===== config.mk =====
export PLATFORM = sky130hd
export DESIGN_NAME = reservation_station_oldest_ready_unit_flat
export DESIGN_NICKNAME = d
export VERILOG_FILES = /design/src/rtl/core/rsor_pkg.sv /design/src/rtl/core/rsor_if.sv /design/src/rtl/core/rsor_cell.sv /design/src/rtl/core/reservation_station_oldest_ready_unit.sv /design/src/flat_wrapper.sv
export VERILOG_INCLUDE_DIRS = /design/src /design/src/rtl/core
export SDC_FILE = /design/constraint.sdc
export NUM_CORES = 2
export LEC_CHECK = 0
export BUFFER_PORTS_ARGS = -buffer_cell sky130_fd_sc_hd__buf_2
export CAP_MARGIN = 5
export CORE_ASPECT_RATIO = 0.5
export CORE_UTILIZATION = 40
export CTS_BUF_LIST = sky130_fd_sc_hd__clkbuf_4 sky130_fd_sc_hd__clkbuf_8
export CTS_CLUSTER_DIAMETER = 120
export CTS_CLUSTER_SIZE = 10
export DETAILED_ROUTE_END_ITERATION = 12
export SLEW_MARGIN = 10
export SYNTH_ARGS = -nofsm -noshare
export SYNTH_HDL_FRONTEND = slang
export SYNTH_SLANG_ARGS = --single-unit
export TNS_END_PERCENT = 30

===== constraint.sdc =====
create_clock -name clk -period 15.3 [get_ports clk]
set_input_delay 1.53 -clock clk [delete_from_list [all_inputs] [get_ports clk]]
set_output_delay 1.53 -clock clk [all_outputs]
set_load 0.05 [all_outputs]

===== src/rtl/core/reservation_station_oldest_ready_unit_macros.svh =====
// assertion macros for the reservation station
// used by the top level only
`ifndef RESERVATION_STATION_OLDEST_READY_UNIT_MACROS_SVH
`define RESERVATION_STATION_OLDEST_READY_UNIT_MACROS_SVH
// implication checked on every clock edge outside reset
`define RS_ASSERT_IMP(label, clk, rst_n, pre, post) \
	label: assert property (@(posedge clk) disable iff (!rst_n) (pre) |-> (post)) \
		else $error("assertion failed");
// next-cycle implication
`define RS_ASSERT_NEXT(label, clk, rst_n, pre, post) \
	label: assert property (@(posedge clk) disable iff (!rst_n) (pre) |=> (post)) \
		else $error("assertion failed");
`endif


===== src/rtl/core/rsor_pkg.sv =====
// package for the reservation station: sizes, op codes, slot and payload types
// no dependencies
package rsor_pkg;
	localparam int EntryCount = 8;
	localparam int IdxW = (EntryCount > 1) ? $clog2(EntryCount) : 1;
	localparam int AgeW = 16;
	localparam logic [AgeW-1:0] AgeMax = '1;

	localparam logic [1:0] OP_ISSUE    = 2'd0;
	localparam logic [1:0] OP_DISPATCH = 2'd1;
	localparam logic [1:0] OP_RESULT   = 2'd2;
	localparam logic [1:0] OP_TICK     = 2'd3;

	typedef struct packed {
		logic [1:0]         op;
		logic [7:0]         instr_opcode;
		logic signed [31:0] src1;
		logic               src1_ready;
		logic signed [31:0] src2;
		logic               src2_ready;
		logic signed [31:0] src3;
		logic               src3_ready;
		logic [5:0]         dest;
		logic               write_en;
		logic [5:0]         result_tag;
		logic signed [31:0] result_value;
	} in_item_t;

	typedef struct packed {
		logic               dispatched;
		logic [7:0]         out_opcode;
		logic signed [31:0] out_src1;
		logic signed [31:0] out_src2;
		logic signed [31:0] out_src3;
		logic               out_src3_ready;
		logic [5:0]         out_dest;
		logic               out_write_en;
		logic               issue_dropped;
		logic               full_res;
	} out_item_t;

	// contents of one slot
	typedef struct packed {
		logic [7:0]  opcode;
		logic [31:0] opnd1;
		logic        rdy1;
		logic [31:0] opnd2;
		logic        rdy2;
		logic [31:0] opnd3;
		logic        rdy3;
		logic [5:0]  dest;
		logic        wen;
		logic [AgeW-1:0] age;
	} slot_t;

	// oldest-ready candidate handed along the chain
	typedef struct packed {
		logic            found;
		logic [IdxW-1:0] idx;
		logic [AgeW-1:0] age;
	} cand_t;

	// per-cycle command from the control to every cell
	typedef struct packed {
		logic        issue;
		logic        grant_en;
		logic [IdxW-1:0] grant_idx;
		logic        wake;
		logic        tick;
		logic [5:0]  tag;
		logic [31:0] value;
	} cmd_t;
endpackage


===== src/rtl/core/rsor_if.sv =====
// valid/ready channel interface carrying one payload
// depends on rsor_pkg through its type parameter default
interface rsor_if #(parameter type payload_t = rsor_pkg::in_item_t) (input logic clk);
	logic     valid;
	logic     ready;
	payload_t data;
	modport source (output valid, output data, input ready);
	modport sink (input valid, input data, output ready);
endinterface


===== src/rtl/core/rsor_cell.sv =====
// one slot of the station: holds an entry, wakes operands, ages, and
// compares its own readiness against the candidate from its neighbor
// depends on rsor_pkg
module rsor_cell (
	input  logic                        clk,
	input  logic                        arst_n,
	input  logic [rsor_pkg::IdxW-1:0]   my_idx,
	input  rsor_pkg::cmd_t              cmd,
	input  logic                        free_in,
	output logic                        free_out,
	input  rsor_pkg::in_item_t          item,
	input  rsor_pkg::cand_t             cand_in,
	output rsor_pkg::cand_t             cand_out,
	output logic                        busy,
	output rsor_pkg::slot_t             slot
);
	logic busy_q;
	rsor_pkg::slot_t slot_q;
	logic take, ready_here, w1, w2;

	// free_in high means a lower slot already claimed the issue
	assign take = cmd.issue && !busy_q && !free_in;
	assign free_out = free_in || !busy_q;
	assign ready_here = busy_q && slot_q.rdy1 && slot_q.rdy2;
	assign w1 = cmd.wake && !slot_q.rdy1 && (slot_q.opnd1 == {26'd0, cmd.tag});
	assign w2 = cmd.wake && !slot_q.rdy2 && (slot_q.opnd2 == {26'd0, cmd.tag});

	always_comb begin
		cand_out = cand_in;
		if (ready_here && (!cand_in.found || slot_q.age > cand_in.age)) begin
			cand_out.found = 1'b1;
			cand_out.idx = my_idx;
			cand_out.age = slot_q.age;
		end
	end

	always_ff @(posedge clk or negedge arst_n) begin
		if (!arst_n) begin
			busy_q <= 1'b0;
		end else if (take) begin
			busy_q <= 1'b1;
		end else if (cmd.grant_en && cmd.grant_idx == my_idx) begin
			busy_q <= 1'b0;
		end
	end

	always_ff @(posedge clk) begin
		if (take) begin
			slot_q.opcode <= item.instr_opcode;
			slot_q.opnd1 <= item.src1;
			slot_q.rdy1 <= item.src1_ready;
			slot_q.opnd2 <= item.src2;
			slot_q.rdy2 <= item.src2_ready;
			slot_q.opnd3 <= item.src3;
			slot_q.rdy3 <= item.src3_ready;
			slot_q.dest <= item.dest;
			slot_q.wen <= item.write_en;
			slot_q.age <= '0;
		end else if (busy_q) begin
			if (w1) begin
				slot_q.opnd1 <= cmd.value;
				slot_q.rdy1 <= 1'b1;
			end
			if (w2) begin
				slot_q.opnd2 <= cmd.value;
				slot_q.rdy2 <= 1'b1;
			end
			if (cmd.tick && slot_q.age != rsor_pkg::AgeMax) begin
				slot_q.age <= slot_q.age + 1'b1;
			end
		end
	end

	assign busy = busy_q;
	assign slot = slot_q;
endmodule


===== src/rtl/core/reservation_station_oldest_ready_unit.sv =====
// a result is registered in the output register when its item transfers
// throughput: one item per cycle while the output is not stalled; the oldest-ready
// search is a combinational pass along the chain of N cells, one compare per cell
// reset clears every busy bit and the output valid; slot payload is not reset
// an output register parts the sides: input is taken whenever it is empty or drained
`include "reservation_station_oldest_ready_unit_macros.svh"
module reservation_station_oldest_ready_unit (
	input logic clk,
	input logic arst_n,
	rsor_if.sink   in_ch,
	rsor_if.source out_ch
);
	localparam int N = rsor_pkg::EntryCount;
	rsor_pkg::in_item_t item;
	rsor_pkg::cmd_t cmd;
	rsor_pkg::cand_t cand [N+1];
	logic free_c [N+1];
	logic [N-1:0] busy;
	rsor_pkg::slot_t slots [N];
	rsor_pkg::out_item_t res, res_q;
	logic out_valid_q, fire, full_now, is_issue, is_disp;

	assign item = in_ch.data;
	assign in_ch.ready = !out_valid_q || out_ch.ready;
	assign fire = in_ch.valid && in_ch.ready;
	assign is_issue = fire && item.op == rsor_pkg::OP_ISSUE;
	assign is_disp = fire && item.op == rsor_pkg::OP_DISPATCH;

	assign cand[0] = '0;
	assign free_c[0] = 1'b0;

	always_comb begin
		cmd.issue = is_issue;
		cmd.grant_en = is_disp && cand[N].found;
		cmd.grant_idx = cand[N].idx;
		cmd.wake = fire && item.op == rsor_pkg::OP_RESULT;
		cmd.tick = fire && item.op == rsor_pkg::OP_TICK;
		cmd.tag = item.result_tag;
		cmd.value = item.result_value;
	end

	for (genvar i = 0; i < N; i++) begin : g_cell
		rsor_cell u_cell (
			.clk(clk), .arst_n(arst_n), .my_idx(rsor_pkg::IdxW'(i)), .cmd(cmd),
			.free_in(free_c[i]), .free_out(free_c[i+1]), .item(item),
			.cand_in(cand[i]), .cand_out(cand[i+1]), .busy(busy[i]), .slot(slots[i])
		);
	end

	// full after this step: issue fills at most one slot
	always_comb begin
		full_now = 1'b0;
		if (is_issue) begin
			full_now = ($countones(busy) >= N - 1);
		end else if (cmd.grant_en) begin
			full_now = 1'b0;
		end else begin
			full_now = &busy;
		end
	end

	always_comb begin
		res = '0;
		if (cmd.grant_en) begin
			res.dispatched = 1'b1;
			res.out_opcode = slots[cand[N].idx].opcode;
			res.out_src1 = slots[cand[N].idx].opnd1;
			res.out_src2 = slots[cand[N].idx].opnd2;
			res.out_src3 = slots[cand[N].idx].opnd3;
			res.out_src3_ready = slots[cand[N].idx].rdy3;
			res.out_dest = slots[cand[N].idx].dest;
			res.out_write_en = slots[cand[N].idx].wen;
		end
		res.issue_dropped = is_issue && !free_c[N];
		res.full_res = full_now;
	end

	always_ff @(posedge clk or negedge arst_n) begin
		if (!arst_n) begin
			out_valid_q <= 1'b0;
		end else if (in_ch.ready) begin
			out_valid_q <= in_ch.valid;
		end
	end

	always_ff @(posedge clk) begin
		if (fire) res_q <= res;
	end

	assign out_ch.valid = out_valid_q;
	assign out_ch.data = res_q;

	`RS_ASSERT_IMP(a_drop_full, clk, arst_n, is_issue && !free_c[N], &busy)
	`RS_ASSERT_IMP(a_grant_busy, clk, arst_n, cmd.grant_en, busy[cmd.grant_idx])
	`RS_ASSERT_NEXT(a_out_after_fire, clk, arst_n, fire, out_valid_q)
	`RS_ASSERT_NEXT(a_full_match, clk, arst_n, fire, res_q.full_res == (&busy))
endmodule

===== src/flat_wrapper.sv =====
// flat-port wrapper written by rule: the top's interface ports become plain ports
module reservation_station_oldest_ready_unit_flat 
  (clk, arst_n, in_ch_valid, in_ch_data, in_ch_ready, out_ch_valid, out_ch_data, out_ch_ready);
  rsor_if in_ch_i (.clk(clk));
  rsor_if out_ch_i (.clk(clk));
  input logic clk;
  input logic arst_n;
  input wire logic [$bits(in_ch_i.valid)-1:0] in_ch_valid;
  input wire logic [$bits(in_ch_i.data)-1:0] in_ch_data;
  output wire logic [$bits(in_ch_i.ready)-1:0] in_ch_ready;
  output wire logic [$bits(out_ch_i.valid)-1:0] out_ch_valid;
  output wire logic [$bits(out_ch_i.data)-1:0] out_ch_data;
  input wire logic [$bits(out_ch_i.ready)-1:0] out_ch_ready;
  assign in_ch_i.valid = in_ch_valid;
  assign in_ch_i.data = in_ch_data;
  assign in_ch_ready = in_ch_i.ready;
  assign out_ch_valid = out_ch_i.valid;
  assign out_ch_data = out_ch_i.data;
  assign out_ch_i.ready = out_ch_ready;
  reservation_station_oldest_ready_unit u_core (.clk(clk), .arst_n(arst_n), .in_ch(in_ch_i), .out_ch(out_ch_i));
endmodule

* After elaboration in Yosys (flattened, before gate mapping) *
Index checks and enable logic that the tools add are counted.

cells by class
  magnitude comparators = 9
  shifts and indexed selects = 0
  equality and inequality tests = 34
  add/subtract/negate cells = 15
  divide/modulo/power cells = 0
  multiply operators = 0
  mux-type cells = 62
  bitwise logic cells = 1
  reduce and logical (&&, ||, !) cells = 206

operators with widths
  cell                   count
  $mux 66                16
  $mux 33                16
  $eq 32x6->1            16
  $bmux 130 s3           1
  $mux 130               2
  $mux 20                8
  $add 16x1->16 const B  8
  $ne 16x16->1 const B   8
  $mux 113               1
  $gt 16x16->1           7
  $add 32x32->32         3
  $logic_and 1x1->1      93
  $reduce_bool 2->1      32
  $reduce_and 2->1       24
  $logic_not 1->1        39
  $ge 32x4->1 const B    1
  $mux 1                 18
  $logic_or 1x1->1       15
  $eq 3x3->1 const B     4
  $add 1x1->2            4
  $reduce_and 8->1       1
  $eq 3x2->1 const B     2
  $eq 2x2->1 const B     2
  $ge 4x4->1 const B     1
  5 further kinds        5

storage, ports and cells
  memories kept = 0
  memory bits (writable) = 0
  output and inout port bits = 156
  bits in read-only memories = 0
  flip-flop bits (word level) = 1164
  latch bits = 0

* Depth between registers and ports, before layout *
  depth after elaboration = 36
  mapped depth = 75
  gate-level depth less buffers = 63

* Cells and area by module *
Synthesis repeated with hierarchy kept, for this count alone.

unflattened totals
  cell total of the unflattened synthesis = 5104
  area, all modules = 59119.2 um^2

by module, submodules not included
  module                                   cells each  area an instance (um^2)  sequential area each (um^2)  instances
  rsor_cell (u_core.g_cell[0].u_cell ...)  502         5896.9                   3768.6                       7
  reservation_station_oldest_ready_unit    1092        11971.5                  3478.3                       1
  rsor_cell (u_core.g_cell[7].u_cell)      498         5869.4                   3768.6                       1

* Worst setup path after synthesis *
Ideal clock, no wire load.

  kind = reg-to-reg
  from = reg u_core.g_cell[0].u_cell.busy_q
  to = reg u_core.res_q, in the netlist u_core.out_ch.data[44], data pin
  arrival = 15.393 ns
  data required time = 15.142 ns
  path buffers = 15
  period minus slack after synthesis = 15.551 ns
  cell stages (with the launch flop) = 75
  setup slack = -0.251 ns
  path through = dfrtp_1 -> buf_2 -> and3_1 -> clkbuf_1 -> clkbuf_1 -> nand2_1 -> ha_1 -> and4_1 -> a211oi_1 -> o311ai_0 -> or3_1 -> clkbuf_1 -> clkbuf_1 -> a21o_1 -> and2_1 -> ha_1 -> a21oi_1 -> o21ai_0 -> [39 not listed] -> o21ai_2 -> nor2_1 -> clkbuf_1 -> a22o_1 -> a21oi_1 -> ha_1 -> a211o_1 -> o211ai_1 -> a21oi_1 -> nor4b_1 -> o21ai_1 -> or4b_1 -> buf_2 -> nor2_4 -> buf_4 -> buf_4 -> nand2_1 -> o211ai_1

between the ends
  word-level cells in the longest chain between the ends = 35
  elaborated cells between the ends (all ways) = 43
  classes of those cells = 7 x order compare; 11 x mux; 1 x bitwise; 24 x reduce/logical

ends and longest elaborated chain
  item                                                    line                                         text
  start: declaration                                      rsor_cell.sv:17                              logic busy_q;
  start signal: assignment                                rsor_cell.sv:39                              busy_q <= 1'b0;
  start signal: assignment                                rsor_cell.sv:41                              busy_q <= 1'b1;
  start signal: assignment                                rsor_cell.sv:43                              busy_q <= 1'b0;
  $logic_and 1x1->1 (*) (2 in series)                     rsor_cell.sv:24                              assign ready_here = busy_q && slot_q.rdy1 && slot_q.rdy2;
  $mux 20 (*)                                             rsor_cell.sv:30                              if (ready_here && (!cand_in.found || slot_q.age > cand_in.age)) begin
  $gt 16x16->1 / $logic_not 1->1 (equally long branches)  rsor_cell.sv:30
  $logic_or 1x1->1                                        rsor_cell.sv:30
  $logic_and 1x1->1                                       rsor_cell.sv:30
  $mux 20 (*)                                             rsor_cell.sv:30
  $gt 16x16->1 / $logic_not 1->1 (equally long branches)  rsor_cell.sv:30
  $logic_or 1x1->1                                        rsor_cell.sv:30
  [17 not listed]                                         n/a
  $mux 20 (*)                                             rsor_cell.sv:30
  $gt 16x16->1 / $logic_not 1->1 (equally long branches)  rsor_cell.sv:30
  $logic_or 1x1->1                                        rsor_cell.sv:30
  $logic_and 1x1->1                                       rsor_cell.sv:30
  $mux 20 (*)                                             rsor_cell.sv:30
  $not 3->4 (implied by the code)                         reservation_station_oldest_ready_unit.sv:68  res.out_src2 = slots[cand[N].idx].opnd2;
  $bmux 130 s3                                            reservation_station_oldest_ready_unit.sv:68
  $mux 130 (2 in series)                                  n/a
  end signal: assignment                                  reservation_station_oldest_ready_unit.sv:87  if (fire) res_q <= res;
  end: declaration                                        reservation_station_oldest_ready_unit.sv:20  rsor_pkg::out_item_t res, res_q;

Mark *: on every way between the ends. The rest lies on a longest branch, timed or not. The select of a mux whose other input is x is not followed.
A chain may end at the register's enable or synchronous reset.

* Worst setup path after layout *
  from = reg u_core.g_cell[0].u_cell.slot_q, in the netlist u_core.g_cell[0].u_cell.slot[89]
  to = reg u_core.res_q, in the netlist u_core.out_ch.data[95], data pin

between the ends
  word-level cells in the longest chain between the ends = 35
  elaborated cells between the ends (all ways) = 43
  classes of those cells = 7 x order compare; 11 x mux; 1 x bitwise; 24 x reduce/logical

ends and longest elaborated chain
  item                                                    line                                         text
  start: declaration                                      rsor_cell.sv:18                              rsor_pkg::slot_t slot_q;
  $logic_and 1x1->1 (*) (2 in series)                     rsor_cell.sv:24
  $mux 20 (*)                                             rsor_cell.sv:30
  $gt 16x16->1 / $logic_not 1->1 (equally long branches)  rsor_cell.sv:30
  $logic_or 1x1->1                                        rsor_cell.sv:30
  $logic_and 1x1->1                                       rsor_cell.sv:30
  $mux 20 (*)                                             rsor_cell.sv:30
  $gt 16x16->1 / $logic_not 1->1 (equally long branches)  rsor_cell.sv:30
  $logic_or 1x1->1                                        rsor_cell.sv:30
  [17 not listed]                                         n/a
  $mux 20 (*)                                             rsor_cell.sv:30
  $gt 16x16->1 / $logic_not 1->1 (equally long branches)  rsor_cell.sv:30
  $logic_or 1x1->1                                        rsor_cell.sv:30
  $logic_and 1x1->1                                       rsor_cell.sv:30
  $mux 20 (*)                                             rsor_cell.sv:30
  $not 3->4 (implied by the code)                         reservation_station_oldest_ready_unit.sv:67  res.out_src1 = slots[cand[N].idx].opnd1;
  $bmux 130 s3                                            reservation_station_oldest_ready_unit.sv:67
  $mux 130 (2 in series)                                  n/a

Marked as above.

==> impl_metrics.csv <==
group,metric,value,unit
routing,drtIter0Drc,5869,
synth,post_synth_most_frequent_cells,"1453 x nand2_1, 1027 x edfxtp_1, 277 x nor2_1",
synth,synth_area_leaders,"edfxtp_1 56%, nand2_1 9.9%, dfxtp_1 4.7%",
synth,ys.flop_type,"edfxtp_1",
global_routing,use_met1,35.6,%
global_routing,grt-busiest-layer,"met2",
place,placed_cells,6845,
synth,ys_ff_latch,1164,
routing,drc,0,
floorplan,row_count,95,
synth,synth_top_area_share,56.2,%
synth,ys_warn_count,0,
synth,yosysTopAreaCell,"edfxtp_1",
routing,viasPerCell,6.00,
job,cap_violations,0,
finish,fin_cells,7061,
floorplan,io_pins,314,
place,port_buffers,274,
pwr,power_leakage,0.0224,uW
hold_path,hp-class,"reg -> reg",
clock_tree,cts_hold_buf,0,
global_routing,gr-total-overflow,0,
synth,async_reset_ff_share,0.773,%
clock_tree,cts_tree,"built",
global_routing,grt_antenna_before_repair,30,
floorplan,die_area,139000,um2
worst_setup_path,crit_fanout,21,
timing,slew_headroom,12.3,%
worst_setup_path,path_class,"reg -> reg",
place,postPlaceCellArea,58500,um2
place,gp_congestion,0.982,
timing,drv_slew,0,
floorplan,dieWidth,526,um
finish,final_nets,5502,
routing,routed_wl,195000,um
finish,drive_gt1_share,14.5,%
routing,vias,42401,
timing,setup_viol,0,
clock_tree,h-tree-depth,4,
global_routing,grt_pass1_vias,40309,
synth,syn_inst,4999,
worst_setup_path,cp-end-kind,"register",
timing,post-route-period-util,95.9,%
global_routing,grt_use_met3,5.00,%
synth,yosysSeqAreaShare,61.3,%
floorplan,core_region_area,135000,um2
pwr,ir_drop,0.0000760,V
worst_setup_path,crit_slowest_cell,"or4b_4",
timing,fmax,68.2,MHz
synth,netlist_area,54900,um2
global_routing,grt_usage,27.0,%
timing,post-route-min-period,14.67,ns
routing,wl_per_cell,27.6,um
global_routing,grt_max_degree,87,
worst_setup_path,critPathArrivalTime,15.40,ns
worst_setup_path,cp_slowest_stage_delay,0.64,ns
floorplan,die_y,264,um
synth,synth_edf_count,1027,
outcome,outcome,"finished, final reports clean",
clock_tree,clk_pin_slew,0.08,ns
clock_tree,clk_latency,0.90,ns
finish,area_growth,11.7,%
place,pre_cts_slack,-0.444,ns
routing,firstDrtPassIters,9,
timing,hold_viol_final,0,
clock_tree,cts_buffer_depth,3,
synth,yosysMostFrequentCell,"nand2_1",
pwr,p_per_area,113,nW/um2
global_routing,grt.met2_usage,43.3,%
synth,postSynthAreaPerCell,11.0,um2
global_routing,grt_pass1_wl,274000,um
floorplan,start_util,40.6,%
clock_tree,cts_root_buffer,"clkbuf_8",
finish,design_area,61300,um2
timing,skew,0.0644,ns
clock_tree,cts-buffers-inserted,134,
synth,synth_cell_types,74,
routing,ant_nets,0,
timing,tightestPinTransition,1.30,ns
timing,finalWorstSetupSlack,0.627,ns
place,dpl.hpwl,127000,um
clock_tree,clkSinkCount,1164,
worst_setup_path,cp-start-kind,"register",
worst_setup_path,cp.required,16.03,ns
==> where the power goes <==
part	internal (uW)	leakage, uW	switching, uW
registers	3560	0.0105	98.2
clock network	879	0.00116	1170
logic	410	0.0107	794
==> worst paths after layout <==
| check | start | end | slack, ns | depth (start not counted) |
|---|---|---|---|---|
| setup / recovery | u_core.g_cell[0].u_cell.slot[89] | u_core.out_ch.data[95] | 0.63 | 68 |
| hold / removal | u_core.g_cell[0].u_cell.slot[1] | u_core.g_cell[0].u_cell.slot[1] | 0.52 | 2 |
| setup reg to reg | u_core.g_cell[0].u_cell.slot[89] | u_core.out_ch.data[95] | 0.63 | 68 |
| hold reg to reg | u_core.g_cell[0].u_cell.slot[1] | u_core.g_cell[0].u_cell.slot[1] | 0.52 | 2 |
| max in group asynchronous | arst_n | u_core.g_cell[5].u_cell.busy | 14.50 | 1 |
| min in group asynchronous | arst_n | u_core.g_cell[4].u_cell.busy | 0.54 | 1 |
==> through the flow <==
step | hold slack, ns | TNS (ns) | utilization, % | total power (uW)
6_report | 0.521 | 0 | 45.3 | 6910
5_1_grt | 0.520 | -0.458 | 45.3 | 7160
4_1_cts | 0.454 | 0 | 44.9 | 6880
3_5_place_dp | 0.507 | -34.74 | 43.2 | 4860
3_3_place_gp | 0.505 | -1.55 | 43.2 | 4830
2_1_floorplan | 0.467 | 0 | - | 4450
==> cell type report <==
class / count / area, um2
fillers: 12364 / 74000
flip-flops and latches: 1164 / 33600
multi-input cells: 3403 / 19900
repair buffers: 440 / 2990
well taps: 1794 / 2240
clock buffers: 159 / 2040
inverters: 70 / 303
clock inverters: 14 / 176
diodes: 17 / 42.5
==> critical path, delay by kind of cell, from the launching register on <==
family	cells	cell delay, ns
AOI/OAI and AO/OA	30	5.92
adders and majority gates	7	2.20
buffers and inverters	12	1.97
DFF	1	0.37
muxes	2	0.34
and+or+nand+nor	17	3.67
==> routing by layer <==
metal / part of all wire [%] / vias up
li1: - / 18499
met1: 40 / 20944
met2: 46 / 2475
met3: 9.8 / 475
met4: 4.4 / 8
met5: 0.028 / -
==> state kept, by name, summed over array words and instances, names as in the netlist <==
signal	count
u_core.g_cell.u_cell.busy	8
u_core.out_ch.valid	1
u_core.g_cell.u_cell.slot	1040
u_core.out_ch.data	115
==> cells by family (layout without fill, tap and decap cells) <==
family / Yosys count / after routing / synth area share [%]
muxes: 120 / 120 / 2.34
and+or+nand+nor: 2213 / 2213 / 17.2
AOI/OAI and AO/OA: 690 / 691 / 9.19
DFF: 1164 / 1164 / 61.3
adders and majority gates: 131 / 131 / 3.04
xor gates and xnor gates: 209 / 209 / 3.33
other: 1 / 56 / 0.00683
buffers and inverters: 471 / 683 / 3.66
==> cell usage in the layout, fill, tap and decap left out, types with 19 or more instances in the layout <==
master / Yosys / layout
a21o_1: 26 / 26
a21oi_1: 111 / 97
a221oi_1: 26 / 25
a222oi_1: 86 / 86
a22o_1: 22 / 22
a22oi_1: 129 / 129
a31oi_1: 92 / 87
a32oi_1: 20 / 20
and2_1: 21 / 20
and3_1: 20 / 19
and4_1: 27 / 27
buf_2: 49 / 274
buf_4: 46 / 136
clkbuf_4: 0 / 23
clkbuf_8: 0 / 137
conb_1: 1 / 39
dfxtp_1: 128 / 128
edfxtp_1: 1027 / 1027
ha_1: 127 / 127
inv_1: 68 / 62
mux2_2: 65 / 65
mux2i_1: 55 / 49
nand2_1: 1453 / 1451
nand3_1: 100 / 99
nand4_1: 82 / 82
nor2_1: 277 / 273
nor3_1: 52 / 50
nor4_1: 116 / 114
o211ai_1: 93 / 93
o21ai_0: 35 / 22
xnor2_1: 79 / 79
xor2_1: 130 / 130
==> repair_timing <==
item | in CTS | in global routing
setup buffers | 4 | 14
setup endpoints to repair | 117 | 120
gates cloned | 0 | 8
pin swaps | 1 | 15
resized for setup | 3 | 50
Power figures use the tool's default switching activity.
